## src/design/stcs_pkg.sv

```systemverilog
`default_nettype none

package stcs_pkg;

	// Default width of the signed sample fields.
	localparam int SAMPLE_BITS_DEF = 32;

	// Shared multiplier operand width and product width.
	localparam int MUL_W = 32;
	localparam int PROD_W = 2 * MUL_W;

	// Divider: 64-bit dividend (the square), 32-bit divisor (nu).
	localparam int DVD_W = 64;
	localparam int DVS_W = 32;
	localparam int DIV_CNT_W = $clog2(DVD_W);

	// Accumulator and log widths.
	localparam int SUM_W = 48;
	localparam int FRAC_W = 16;
	localparam int LN_W = 22;
	localparam int SHF_W = 6;

	// Fixed-point constants.
	localparam logic [DVD_W-1:0] ONE_Q16 = 64'd65536;
	localparam logic [MUL_W-1:0] LN2_Q32 = 32'd2977044472;
	localparam logic [DVS_W-1:0] NU_RESET = 32'd65536;
	localparam logic [SHF_W-1:0] K_OFS = 6'd47;

endpackage

`default_nettype wire

```

## src/design/student_t_robust_cost_sum_unit.sv

```systemverilog
`default_nettype none

// Channel   Direction  Handshake              Payload
// in        input      in_valid / in_ready    data_sample, model_sample, last_sample
// out       output     out_valid / out_ready  cost_sum, saturated
// cfg       input      cfg_valid / cfg_ready  cfg_nu
//
// Each pair runs from transfer to the next in_ready through the 64-step
// restoring divider, then 6 normalize steps, log squaring on the shared
// multiplier and the rounding and accumulate steps.
// Reset sets nu to 1.0 and clears the running sum and clip flag.
// A finished sum waits in the output register while the next pair is taken;
// a last pair stalls in its accumulate step only while that register is full.

module student_t_robust_cost_sum_unit
	import stcs_pkg::*;
#(
	parameter int SAMPLE_BITS = SAMPLE_BITS_DEF
) (
	input  wire                          clk,
	input  wire                          arst_n,
	input  wire                          in_valid,
	output logic                         in_ready,
	input  wire signed [SAMPLE_BITS-1:0] data_sample,
	input  wire signed [SAMPLE_BITS-1:0] model_sample,
	input  wire                          last_sample,
	output logic                         out_valid,
	input  wire                          out_ready,
	output logic [SUM_W-1:0]             cost_sum,
	output logic                         saturated,
	input  wire                          cfg_valid,
	output logic                         cfg_ready,
	input  wire  [DVS_W-1:0]             cfg_nu
);

	localparam int DW = SAMPLE_BITS + 1;
	localparam int MAGW = (DW > MUL_W + 1) ? DW : MUL_W + 1;

	typedef enum logic [8:0] {
		ST_IDLE = 9'b000000001,
		ST_SQ   = 9'b000000010,
		ST_DIVS = 9'b000000100,
		ST_DIV  = 9'b000001000,
		ST_NORM = 9'b000010000,
		ST_LOG  = 9'b000100000,
		ST_LN   = 9'b001000000,
		ST_LNR  = 9'b010000000,
		ST_ACC  = 9'b100000000
	} state_t;

	state_t             state_q;
	logic [4:0]         cnt_q;
	logic [SAMPLE_BITS-1:0] data_q;
	logic [SAMPLE_BITS-1:0] model_q;
	logic               last_q;
	logic [DVD_W-1:0]   yn_q;
	logic [SHF_W-1:0]   shf_q;
	logic [FRAC_W-1:0]  frac_q;
	logic [LN_W-1:0]    lnv_q;
	logic [SUM_W-1:0]   sum_q;
	logic               clip_q;
	logic [DVS_W-1:0]   nu_q;
	logic               out_valid_q;
	logic [SUM_W-1:0]   cost_q;
	logic               sat_q;

	logic [DW-1:0]      diff;
	logic [DW-1:0]      mag;
	logic [MAGW-1:0]    mag_ext;
	logic               sq_sat;
	logic [MUL_W-1:0]   mul_a;
	logic [MUL_W-1:0]   mul_b;
	logic [PROD_W-1:0]  mul_p;
	logic               div_start;
	logic [DVD_W-1:0]   div_dvd;
	logic [DVS_W-1:0]   div_dvs;
	logic               div_busy;
	logic [DVD_W-1:0]   div_quo;
	logic [DVD_W:0]     y_sum;
	logic [DVD_W-1:0]   y_val;
	logic [SHF_W-1:0]   amt;
	logic               ztop;
	logic [DVD_W-1:0]   yn_next;
	logic [SHF_W-1:0]   shf_next;
	logic [MUL_W-2:0]   m_next;
	logic               fbit;
	logic [LN_W-1:0]    lg;
	logic [MUL_W:0]     rnd;
	logic [SUM_W:0]     acc;
	logic [SUM_W-1:0]   new_sum;
	logic               new_clip;
	logic               out_free;

	assign in_ready  = (state_q == ST_IDLE);
	assign cfg_ready = 1'b1;
	assign out_valid = out_valid_q;
	assign cost_sum  = cost_q;
	assign saturated = sat_q;

	// Magnitude of the error; beyond 32 bits the square saturates.
	always_comb begin
		diff    = {data_q[SAMPLE_BITS-1], data_q} - {model_q[SAMPLE_BITS-1], model_q};
		mag     = diff[DW-1] ? (~diff + 1'b1) : diff;
		mag_ext = MAGW'(mag);
		sq_sat  = |mag_ext[MAGW-1:MUL_W];
	end

	// Next mantissa and fraction bit from the registered square.
	always_comb begin
		fbit   = mul_p[2*MUL_W-3];
		m_next = fbit ? mul_p[2*MUL_W-3:MUL_W-1] : mul_p[2*MUL_W-4:MUL_W-2];
		lg     = {K_OFS - shf_q, frac_q};
	end

	// Operand select for the shared multiplier.
	always_comb begin
		mul_a = mag_ext[MUL_W-1:0];
		mul_b = mag_ext[MUL_W-1:0];
		case (state_q)
			ST_LOG: begin
				mul_a = (cnt_q == 5'd0) ? {1'b0, yn_q[DVD_W-1:DVD_W-MUL_W+1]} : {1'b0, m_next};
				mul_b = mul_a;
			end
			ST_LN: begin
				mul_a = MUL_W'(lg);
				mul_b = LN2_Q32;
			end
			default: begin
				mul_a = mag_ext[MUL_W-1:0];
				mul_b = mag_ext[MUL_W-1:0];
			end
		endcase
	end

	stcs_mul u_mul (
		.clk (clk),
		.a   (mul_a),
		.b   (mul_b),
		.p_q (mul_p)
	);

	// Divider start: square (or its saturated value) over nu, zero taken as one.
	always_comb begin
		div_start = (state_q == ST_DIVS);
		div_dvd   = sq_sat ? '1 : mul_p;
		div_dvs   = (nu_q == '0) ? DVS_W'(1) : nu_q;
	end

	stcs_div u_div (
		.clk      (clk),
		.arst_n   (arst_n),
		.start    (div_start),
		.dividend (div_dvd),
		.divisor  (div_dvs),
		.busy_q   (div_busy),
		.quo_q    (div_quo)
	);

	// One plus the quotient, saturating at the top of 64 bits.
	always_comb begin
		y_sum = {1'b0, div_quo} + {1'b0, ONE_Q16};
		y_val = y_sum[DVD_W] ? '1 : y_sum[DVD_W-1:0];
	end

	// Binary normalize step: shift out leading zeros in halving chunks.
	always_comb begin
		case (cnt_q[2:0])
			3'd0: begin amt = 6'd32; ztop = (yn_q[63:32] == '0); end
			3'd1: begin amt = 6'd16; ztop = (yn_q[63:48] == '0); end
			3'd2: begin amt = 6'd8;  ztop = (yn_q[63:56] == '0); end
			3'd3: begin amt = 6'd4;  ztop = (yn_q[63:60] == '0); end
			3'd4: begin amt = 6'd2;  ztop = (yn_q[63:62] == '0); end
			3'd5: begin amt = 6'd1;  ztop = !yn_q[63]; end
			default: begin amt = 6'd0; ztop = 1'b0; end
		endcase
		yn_next  = ztop ? (yn_q << amt) : yn_q;
		shf_next = ztop ? (shf_q + amt) : shf_q;
	end

	// Round the scaled log and add it to the running sum with clipping.
	always_comb begin
		rnd      = mul_p[PROD_W-1:MUL_W-1] + (MUL_W + 1)'(1);
		acc      = {1'b0, sum_q} + (SUM_W + 1)'(lnv_q);
		new_sum  = acc[SUM_W] ? '1 : acc[SUM_W-1:0];
		new_clip = clip_q | acc[SUM_W];
		out_free = !out_valid_q || out_ready;
	end

	// Sequencer and control state.
	always_ff @(posedge clk or negedge arst_n) begin
		if (!arst_n) begin
			state_q     <= ST_IDLE;
			cnt_q       <= '0;
			sum_q       <= '0;
			clip_q      <= 1'b0;
			nu_q        <= NU_RESET;
			out_valid_q <= 1'b0;
		end else begin
			if (cfg_valid && cfg_ready) begin
				nu_q <= cfg_nu;
			end
			// The result register fills on a last pair and empties on a transfer.
			if (state_q == ST_ACC && last_q && out_free) begin
				out_valid_q <= 1'b1;
			end else if (out_valid_q && out_ready) begin
				out_valid_q <= 1'b0;
			end
			case (state_q)
				ST_IDLE: begin
					if (in_valid) begin
						state_q <= ST_SQ;
					end
				end
				ST_SQ: begin
					state_q <= ST_DIVS;
				end
				ST_DIVS: begin
					state_q <= ST_DIV;
				end
				ST_DIV: begin
					if (!div_busy) begin
						cnt_q   <= '0;
						state_q <= ST_NORM;
					end
				end
				ST_NORM: begin
					if (cnt_q == 5'd5) begin
						cnt_q   <= '0;
						state_q <= ST_LOG;
					end else begin
						cnt_q <= cnt_q + 1'b1;
					end
				end
				ST_LOG: begin
					if (cnt_q == 5'(FRAC_W)) begin
						cnt_q   <= '0;
						state_q <= ST_LN;
					end else begin
						cnt_q <= cnt_q + 1'b1;
					end
				end
				ST_LN: begin
					state_q <= ST_LNR;
				end
				ST_LNR: begin
					state_q <= ST_ACC;
				end
				ST_ACC: begin
					if (!last_q) begin
						sum_q   <= new_sum;
						clip_q  <= new_clip;
						state_q <= ST_IDLE;
					end else if (out_free) begin
						sum_q       <= '0;
						clip_q      <= 1'b0;
						state_q     <= ST_IDLE;
					end
				end
				default: begin
					state_q <= ST_IDLE;
				end
			endcase
		end
	end

	// Datapath registers.
	always_ff @(posedge clk) begin
		if (in_valid && in_ready) begin
			data_q  <= data_sample;
			model_q <= model_sample;
			last_q  <= last_sample;
		end
		if (state_q == ST_DIV && !div_busy) begin
			yn_q  <= y_val;
			shf_q <= '0;
		end
		if (state_q == ST_NORM) begin
			yn_q  <= yn_next;
			shf_q <= shf_next;
		end
		if (state_q == ST_LOG && cnt_q != 5'd0) begin
			frac_q <= {frac_q[FRAC_W-2:0], fbit};
		end
		if (state_q == ST_LNR) begin
			lnv_q <= rnd[LN_W:1];
		end
		if (state_q == ST_ACC && last_q && out_free) begin
			cost_q <= new_sum;
			sat_q  <= new_clip;
		end
	end

	// A transfer on the input closes the input until the pair is done.
	a_in_closes: assert property (@(posedge clk) disable iff (!arst_n)
		in_valid && in_ready |=> !in_ready)
		else $error("input stayed open after a transfer");

	// The divider only runs while the sequencer waits on it.
	a_div_state: assert property (@(posedge clk) disable iff (!arst_n)
		div_busy |-> state_q == ST_DIV)
		else $error("divider busy outside its wait state");

	// A new result only comes from a pair marked last.
	a_out_last: assert property (@(posedge clk) disable iff (!arst_n)
		$rose(out_valid) |-> $past(last_q) && $past(state_q == ST_ACC))
		else $error("result without a last pair");

	// A clipped sum always shows the full-scale value.
	a_sat_max: assert property (@(posedge clk) disable iff (!arst_n)
		out_valid && saturated |-> cost_sum == '1)
		else $error("saturated result below full scale");

endmodule

`default_nettype wire

```

## src/design/stcs_mul.sv

```systemverilog
`default_nettype none

module stcs_mul
	import stcs_pkg::*;
(
	input  wire                clk,
	input  wire  [MUL_W-1:0]   a,
	input  wire  [MUL_W-1:0]   b,
	output logic [PROD_W-1:0]  p_q
);

	// Unsigned product, registered every cycle.
	always_ff @(posedge clk) begin
		p_q <= PROD_W'(a) * PROD_W'(b);
	end

endmodule

`default_nettype wire

```

## src/design/stcs_div.sv

```systemverilog
`default_nettype none

module stcs_div
	import stcs_pkg::*;
(
	input  wire                clk,
	input  wire                arst_n,
	input  wire                start,
	input  wire  [DVD_W-1:0]   dividend,
	input  wire  [DVS_W-1:0]   divisor,
	output logic               busy_q,
	output logic [DVD_W-1:0]   quo_q
);

	logic [DVS_W-1:0]     rem_q;
	logic [DVS_W-1:0]     dvs_q;
	logic [DIV_CNT_W-1:0] cnt_q;
	logic [DVS_W:0]       trial;
	logic [DVS_W:0]       diff;
	logic                 fits;

	// One restoring step: shift in the next dividend bit and try a subtract.
	always_comb begin
		trial = {rem_q, quo_q[DVD_W-1]};
		diff  = trial - {1'b0, dvs_q};
		fits  = trial >= {1'b0, dvs_q};
	end

	// Step counter and busy flag.
	always_ff @(posedge clk or negedge arst_n) begin
		if (!arst_n) begin
			busy_q <= 1'b0;
			cnt_q  <= '0;
		end else if (start) begin
			busy_q <= 1'b1;
			cnt_q  <= '0;
		end else if (busy_q) begin
			cnt_q <= cnt_q + 1'b1;
			if (cnt_q == DIV_CNT_W'(DVD_W - 1)) begin
				busy_q <= 1'b0;
			end
		end
	end

	// Remainder and quotient registers; the quotient shifts in from the dividend.
	always_ff @(posedge clk) begin
		if (start) begin
			rem_q <= '0;
			quo_q <= dividend;
			dvs_q <= divisor;
		end else if (busy_q) begin
			rem_q <= fits ? diff[DVS_W-1:0] : trial[DVS_W-1:0];
			quo_q <= {quo_q[DVD_W-2:0], fits};
		end
	end

endmodule

`default_nettype wire
```

## config.mk

```make
export PLATFORM = sky130hd
export DESIGN_NAME = student_t_robust_cost_sum_unit
export DESIGN_NICKNAME = d
export VERILOG_FILES = /design/src/design/stcs_pkg.sv /design/src/design/student_t_robust_cost_sum_unit.sv /design/src/design/stcs_mul.sv /design/src/design/stcs_div.sv
export SDC_FILE = /design/constraint.sdc
export NUM_CORES = 2
export LEC_CHECK = 0
export BUFFER_PORTS_ARGS = -buffer_cell sky130_fd_sc_hd__buf_2
export CORE_UTILIZATION = 58
export CTS_BUF_LIST = sky130_fd_sc_hd__clkbuf_4 sky130_fd_sc_hd__clkbuf_8 sky130_fd_sc_hd__clkbuf_16
export CTS_CLUSTER_DIAMETER = 80
export DETAILED_ROUTE_END_ITERATION = 10
export PLACE_DENSITY = 0.78
export SLEW_MARGIN = 0
export SYNTH_ARGS = -nofsm -noshare
export SYNTH_HDL_FRONTEND = slang
export SYNTH_HIERARCHICAL = 1
export SYNTH_SLANG_ARGS = --single-unit
export TNS_END_PERCENT = 10
```

## constraint.sdc

```tcl
create_clock -name clk -period 13.7 [get_ports clk]
set_input_delay 1.37 -clock clk [delete_from_list [all_inputs] [get_ports clk]]
set_output_delay 1.37 -clock clk [all_outputs]
set_load 0.02 [all_outputs]
```

* Word-level counts from Yosys, hierarchy flattened
Cells that the tools add are included.
** Storage, ports and cells
- Flip-flop bits (word level) :: 517
- Bits of input ports :: 102
- Output and inout port bits :: 52
- Word-level logic and storage cells :: 128
** Operators by class
- Add/subtract/negate cells :: 10
- Multiply operators :: 1
- Order comparisons :: 1
- Eq/ne operators :: 24
- Shift-type cells :: 1
- Multiplexer cells :: 41
- Bitwise logic cells :: 2
- Reductions and logical operators :: 27
** Operator list (number)
- $mux W64 :: 7
- $mux W48 :: 3
- $pmux W32 S2 :: 2
- $pmux W9 S9 :: 1
- $add A64 B17 Y65 const B :: 1
- $logic_not A32 Y1 :: 2
- $mul A32 B32 Y64 :: 1
- $shl A64 B6 Y64 :: 1
- $mux W31 :: 2
- $mux W9 :: 6
- $add A48 B22 Y49 :: 1
- $pmux W6 S6 :: 1
- $add A33 B1 Y33 const B :: 1
- $ge A33 B32 Y1 :: 1
- $mux W33 :: 1
- $not A33 Y33 :: 1
- $sub A32 B32 Y33 :: 1
- $mux W32 :: 1
- $sub A32 B32 Y32 :: 1
- $mux W6 :: 5
- $add A23 B1 Y23 const B :: 1
- $logic_not A16 Y1 :: 1
- $mux W5 :: 3
- $pmux W5 S3 :: 1
- other kinds (38) :: 61

* Logic depth before layout (Yosys ltp)
- Word-level depth :: 6
- Gate-level depth with buffers :: 44
- Depth with buffers taken out :: 41

* Modules after synthesis
The synthesis kept the hierarchy.
** By module, submodules not included
- stcs_mul :: instances 1, cells each 3811, area an instance 34989.8 sq um, seq. area each 1281.2 sq um
- student_t_robust_cost_sum_unit :: instances 1, cells each 2474, area an instance 23219.8 sq um, seq. area each 9071.2 sq um
- stcs_div :: instances 1, cells each 642, area an instance 7113.1 sq um, seq. area each 3698.5 sq um

* Least setup slack after synthesis
OpenSTA, ideal clock, no wires.
- Kind :: register to register
- Start :: reg data_q[0]
- End :: reg u_mul.p_q[61]
- Setup time :: 0.125 ns
- Arrival :: 10.127 ns
- Data required time :: 13.575 ns
- Slack :: 3.448 ns
- Stages on the path, launching flop included :: 40
- Path buffers :: 2
- Cells stage by stage :: edfxtp_1 > inv_1 > ha_1 > inv_1 > fa_1 > a21o_1 > a31o_1 > a211oi_1 > o21ai_0 > xnor2_1 > o211ai_1 > o41ai_1 > xor2_1 > o22ai_1 > o21bai_1 > clkbuf_1 > and2_1 > fa_1 > (+4 left out) > inv_1 > fa_1 > fa_1 > fa_1 > inv_1 > fa_1 > inv_1 > ha_1 > clkbuf_2 > nand4_4 > nor4_2 > nor4b_2 > nand3b_1 > a41oi_2 > o31a_1 > o41ai_4 > a221oi_1 > xnor2_1
** On the way
- Cells in the longest elaborated chain, start to end :: 6
- Elaborated cells between the ends (all ways) :: 7
- Classes of those cells :: add/sub: 2; mul: 1; mux: 3; bitwise: 1
** RTL lines
- start, declared :: RTL line student_t_robust_cost_sum_unit.sv:53 : logic [SAMPLE_BITS-1:0] data_q;
- start signal, assigned :: RTL line student_t_robust_cost_sum_unit.sv:269 : data_q <= data_sample;
- $sub A32 B32 Y33 (*) :: RTL line student_t_robust_cost_sum_unit.sv:102 : diff = {data_q[SAMPLE_BITS-1], data_q} - {model_q[SAMPLE_BITS-1], model_q};
- $not A33 Y33 :: RTL line student_t_robust_cost_sum_unit.sv:103 : mag = diff[DW-1] ? (~diff + 1'b1) : diff;
- $add A33 B1 Y33 :: RTL line student_t_robust_cost_sum_unit.sv:103
- $mux W33 (*) :: RTL line student_t_robust_cost_sum_unit.sv:103
- $pmux W32 S2 (*) :: RTL line student_t_robust_cost_sum_unit.sv:119 : case (state_q)
- via mul_b[18] :: RTL line student_t_robust_cost_sum_unit.sv:72 : logic [MUL_W-1:0] mul_b;
- $mul A32 B32 Y64 (*) :: RTL line stcs_mul.sv:14 : p_q <= PROD_W'(a) * PROD_W'(b);
- end signal, assigned :: RTL line stcs_mul.sv:14
- end, declared :: RTL line stcs_mul.sv:9 : output logic [PROD_W-1:0] p_q
The timed path passes the listed nets; every way through them passes the cells marked *.
A chain may end at the register's enable or synchronous reset.

* Worst setup path in the final report
- Start :: reg data_q[0]
- End :: reg u_mul.p_q[60]
Same word-level chain as after synthesis.

==> out/metrics.csv <==
stage,metric,value,unit
drt,1st-iter DRT viols,4296,
setup_path,Critical-path top delay cell,a2111oi_0,
cts,H-tree levels,2,
global_route,Overflow after GRT,0,
cts,post-CTS setup buffers,0,
timing,Max Transition Viols Final,0,
layout,Final #Nets,8184,
cts,CTS Sinks,517,
synthesis,Yosys reg bits,517,
timing,Tmin final,12.48,ns
drt,final wirelength,190000,um
layout,layout cells sized above 1,8.36,%
synthesis,Syn. warnings,6,
floorplan,Die W,338,um
cts,Clock transition at path regs,0.06,ns
synthesis,Most used DFF post-synth,edfxtp_1,
global_route,Total GRT Usage,34.0,%
synthesis,net count after synthesis,8292,
drt,vias per cell,6.04,
setup_path,Worst Path Arrival,12.97,ns
floorplan,starting density of the core,58.8,%
placement,Port Buf Inserts,152,
timing,Rel. slew slack,13.9,%
layout,most frequent cells in the layout,"inv_1 (1012), fa_1 (900), nand2_1 (789), and2_1 (621), ha_1 (362)",
global_route,vias in the first global route,52364,
floorplan,die area,0.114,mm^2
timing,Worst Tran Pin Value,1.29,ns
run,max-cap violations,0,
timing,Clock Skew,0.0584,ns
hold_path,min-delay worst type,reg2reg,
cts,Post-CTS Hold Fix Bufs,0,
timing,RSZ-0062 raised after global routing,false,
cts,root buffer cell,clkbuf_16,
layout,"commonest non-fill, non-tap cell in the layout",inv_1,
cts,post_cts resized,0,
floorplan,Core Area,0.111,mm^2
drt,vias,50459,
timing,fmax,80.1,MHz
placement,DP HPWL,146000,um
synthesis,Post-Syn Area,0.0653,mm^2
cts,CTS max path bufs,3,
setup_path,startpoint types,flop,
synthesis,synthesized netlist cell count,6927,
cts,clk_lat worst skew,0.65,ns
synthesis,number of enable flip-flop cells after synthesis,318,
drt,drt wl/cell,22.8,um
timing,final hold vios,0,
synthesis,sequential fraction of the synthesis area,21.5,%
setup_path,Max stage delay on crit path,0.73,ns
drt,DR pass1 iterations,6,
global_route,first-pass GRT wire length,298000,um
floorplan,Boundary Pins,154,
drt,DRC violations left,0,
floorplan,Rows,122,
placement,RePlAce Congestion,0.996,
timing,Setup-failing EPs final,0,
status,outcome,"complete, no violations",
synthesis,syn avg cell area,9.43,um^2
synthesis,post-synthesis async set-or-reset flop share,19.9,%
setup_path,"Top cell by count, worst path",fa_1,
cts,TritonCTS buffer count,53,
setup_path,Worst Setup End Kind,flop,
setup_path,Critical Setup Path Class,reg2reg,
timing,Final period util,91.1,%
setup_path,WP data required,14.18,ns
timing,setup TNS,0,ns
global_route,largest net degree at the start of global routing,66,
layout,Layout area overhead,5.68,%
cts,CTS tree,done,
global_route,initial antenna violation count,4,
setup_path,"Max FO, Critical Path",33,
synthesis,Yosys cell types,113,
drt,antenna-violating nets left,0,
floorplan,Chip Height,338,um
path summary, 6_finish.rpt:
kind                       slack, ns             to  cells past startpoint      start
hold reg to reg                 0.46      frac_q[6]                      0  frac_q[5]
setup reg to reg                1.22  u_mul/p_q[60]                     37  data_q[0]
min in group asynchronous       0.76     state_q[2]                      1     arst_n
hold / removal                  0.46      frac_q[6]                      0  frac_q[5]
setup / recovery                1.22  u_mul/p_q[60]                     37  data_q[0]
max in group asynchronous      11.77      sum_q[15]                      2     arst_n
worst max-delay path, delay by kind of cell (launching register included):
| kind | cells | cell delay (ns) |
|---|---|---|
| AOI/OAI and AO/OA | 13 | 4.52 |
| DFF | 1 | 0.36 |
| xor gates and xnor gates | 2 | 0.46 |
| and+or+nand+nor | 5 | 1.01 |
| buffers and inverters | 6 | 1.07 |
| adders and majority gates | 11 | 4.93 |
routing by layer:
| metal | vias to the layer above | track usage [%] | wire length [um] |
|---|---|---|---|
| met2 | 2330 | 56.0 | 90100 |
| met5 | - | 0 | 0 |
| met1 | 25333 | 44.0 | 74500 |
| met3 | 521 | 6.28 | 16700 |
| met4 | 0 | 14.2 | 8920 |
| li1 | 22275 | - | - |
cell families (layout without fill, tap and decap cells):
kind of cell    count (synthesis)  count (layout)  share of synthesized area, %
buf+inv                      1442            1378                          8.70
xor+xnor                      237             237                          3.18
compound gates                968             968                          9.73
fa+ha+maj                    1263            1263                          34.5
simple gates                 2143            2143                          16.6
flops                         517             517                          21.5
mux                           356             356                          5.71
other cells                     1               2                       0.00574
sequential cells by signal, summed over array words and instances, names as in the netlist:
signal        flops
state_q           9
cnt_q             5
model_q          32
nu_q             32
u_div/quo_q      64
frac_q           16
clip_q            1
u_div/dvs_q      32
last_q            1
shf_q             6
saturated         1
sum_q            48
out_valid         1
u_div/cnt_q       6
data_q           32
u_div/rem_q      32
yn_q             64
u_mul/p_q        64
lnv_q            22
u_div/busy_q      1
cost_sum         48
metrics by stage:
step	util (%)	cells	area, um^2	hold slack, ns	worst slack, ns
detailed placement	60.5	8252	67200	0.433	1.47
CTS	62.1	8351	69000	0.458	1.35
global placement	60.5	8252	67200	0.431	1.51
floorplan	-	6927	65300	0.406	3.45
global route	62.1	8351	69000	0.479	0.579
finish	62.1	8352	69000	0.459	1.22
synthesized netlist by cell type, types with 56 or more instances:
cell type  instances  area, um^2
mux2i_1          252        2520
dfxtp_1           96        1920
inv_1           1013        3800
mux2_2           100        1130
edfxtp_1         318        9550
nand3_1           88         440
a21oi_1          241        1210
xor2_1            89         780
clkbuf_1         341        1280
nor2_1           242         908
ha_1             363        4540
or2_1             60         375
nand2_1          794        2980
xnor2_1          148        1300
o21ai_0          231        1160
dfrtp_1          101        2530
and2_1           622        3890
nor3_1            56         280
nand4_1           61         382
a21o_1            89         668
fa_1             900       18000
cell type report:
cell class,count,area [um^2]
Sequential cell,517,14100
Timing Repair Buffer,264,1600
Inverter,1015,3810
Tap cell,1488,1860
Antenna cell,1,2.50
Clock buffer,65,1430
Multi-Input combinational cell,4968,45900
Fill cell,9350,42100
Clock inverter,34,378
Power is left out: the tool's default activity adds up to more than one toggle a clock period on the data nets, which glitch-free logic cannot reach.
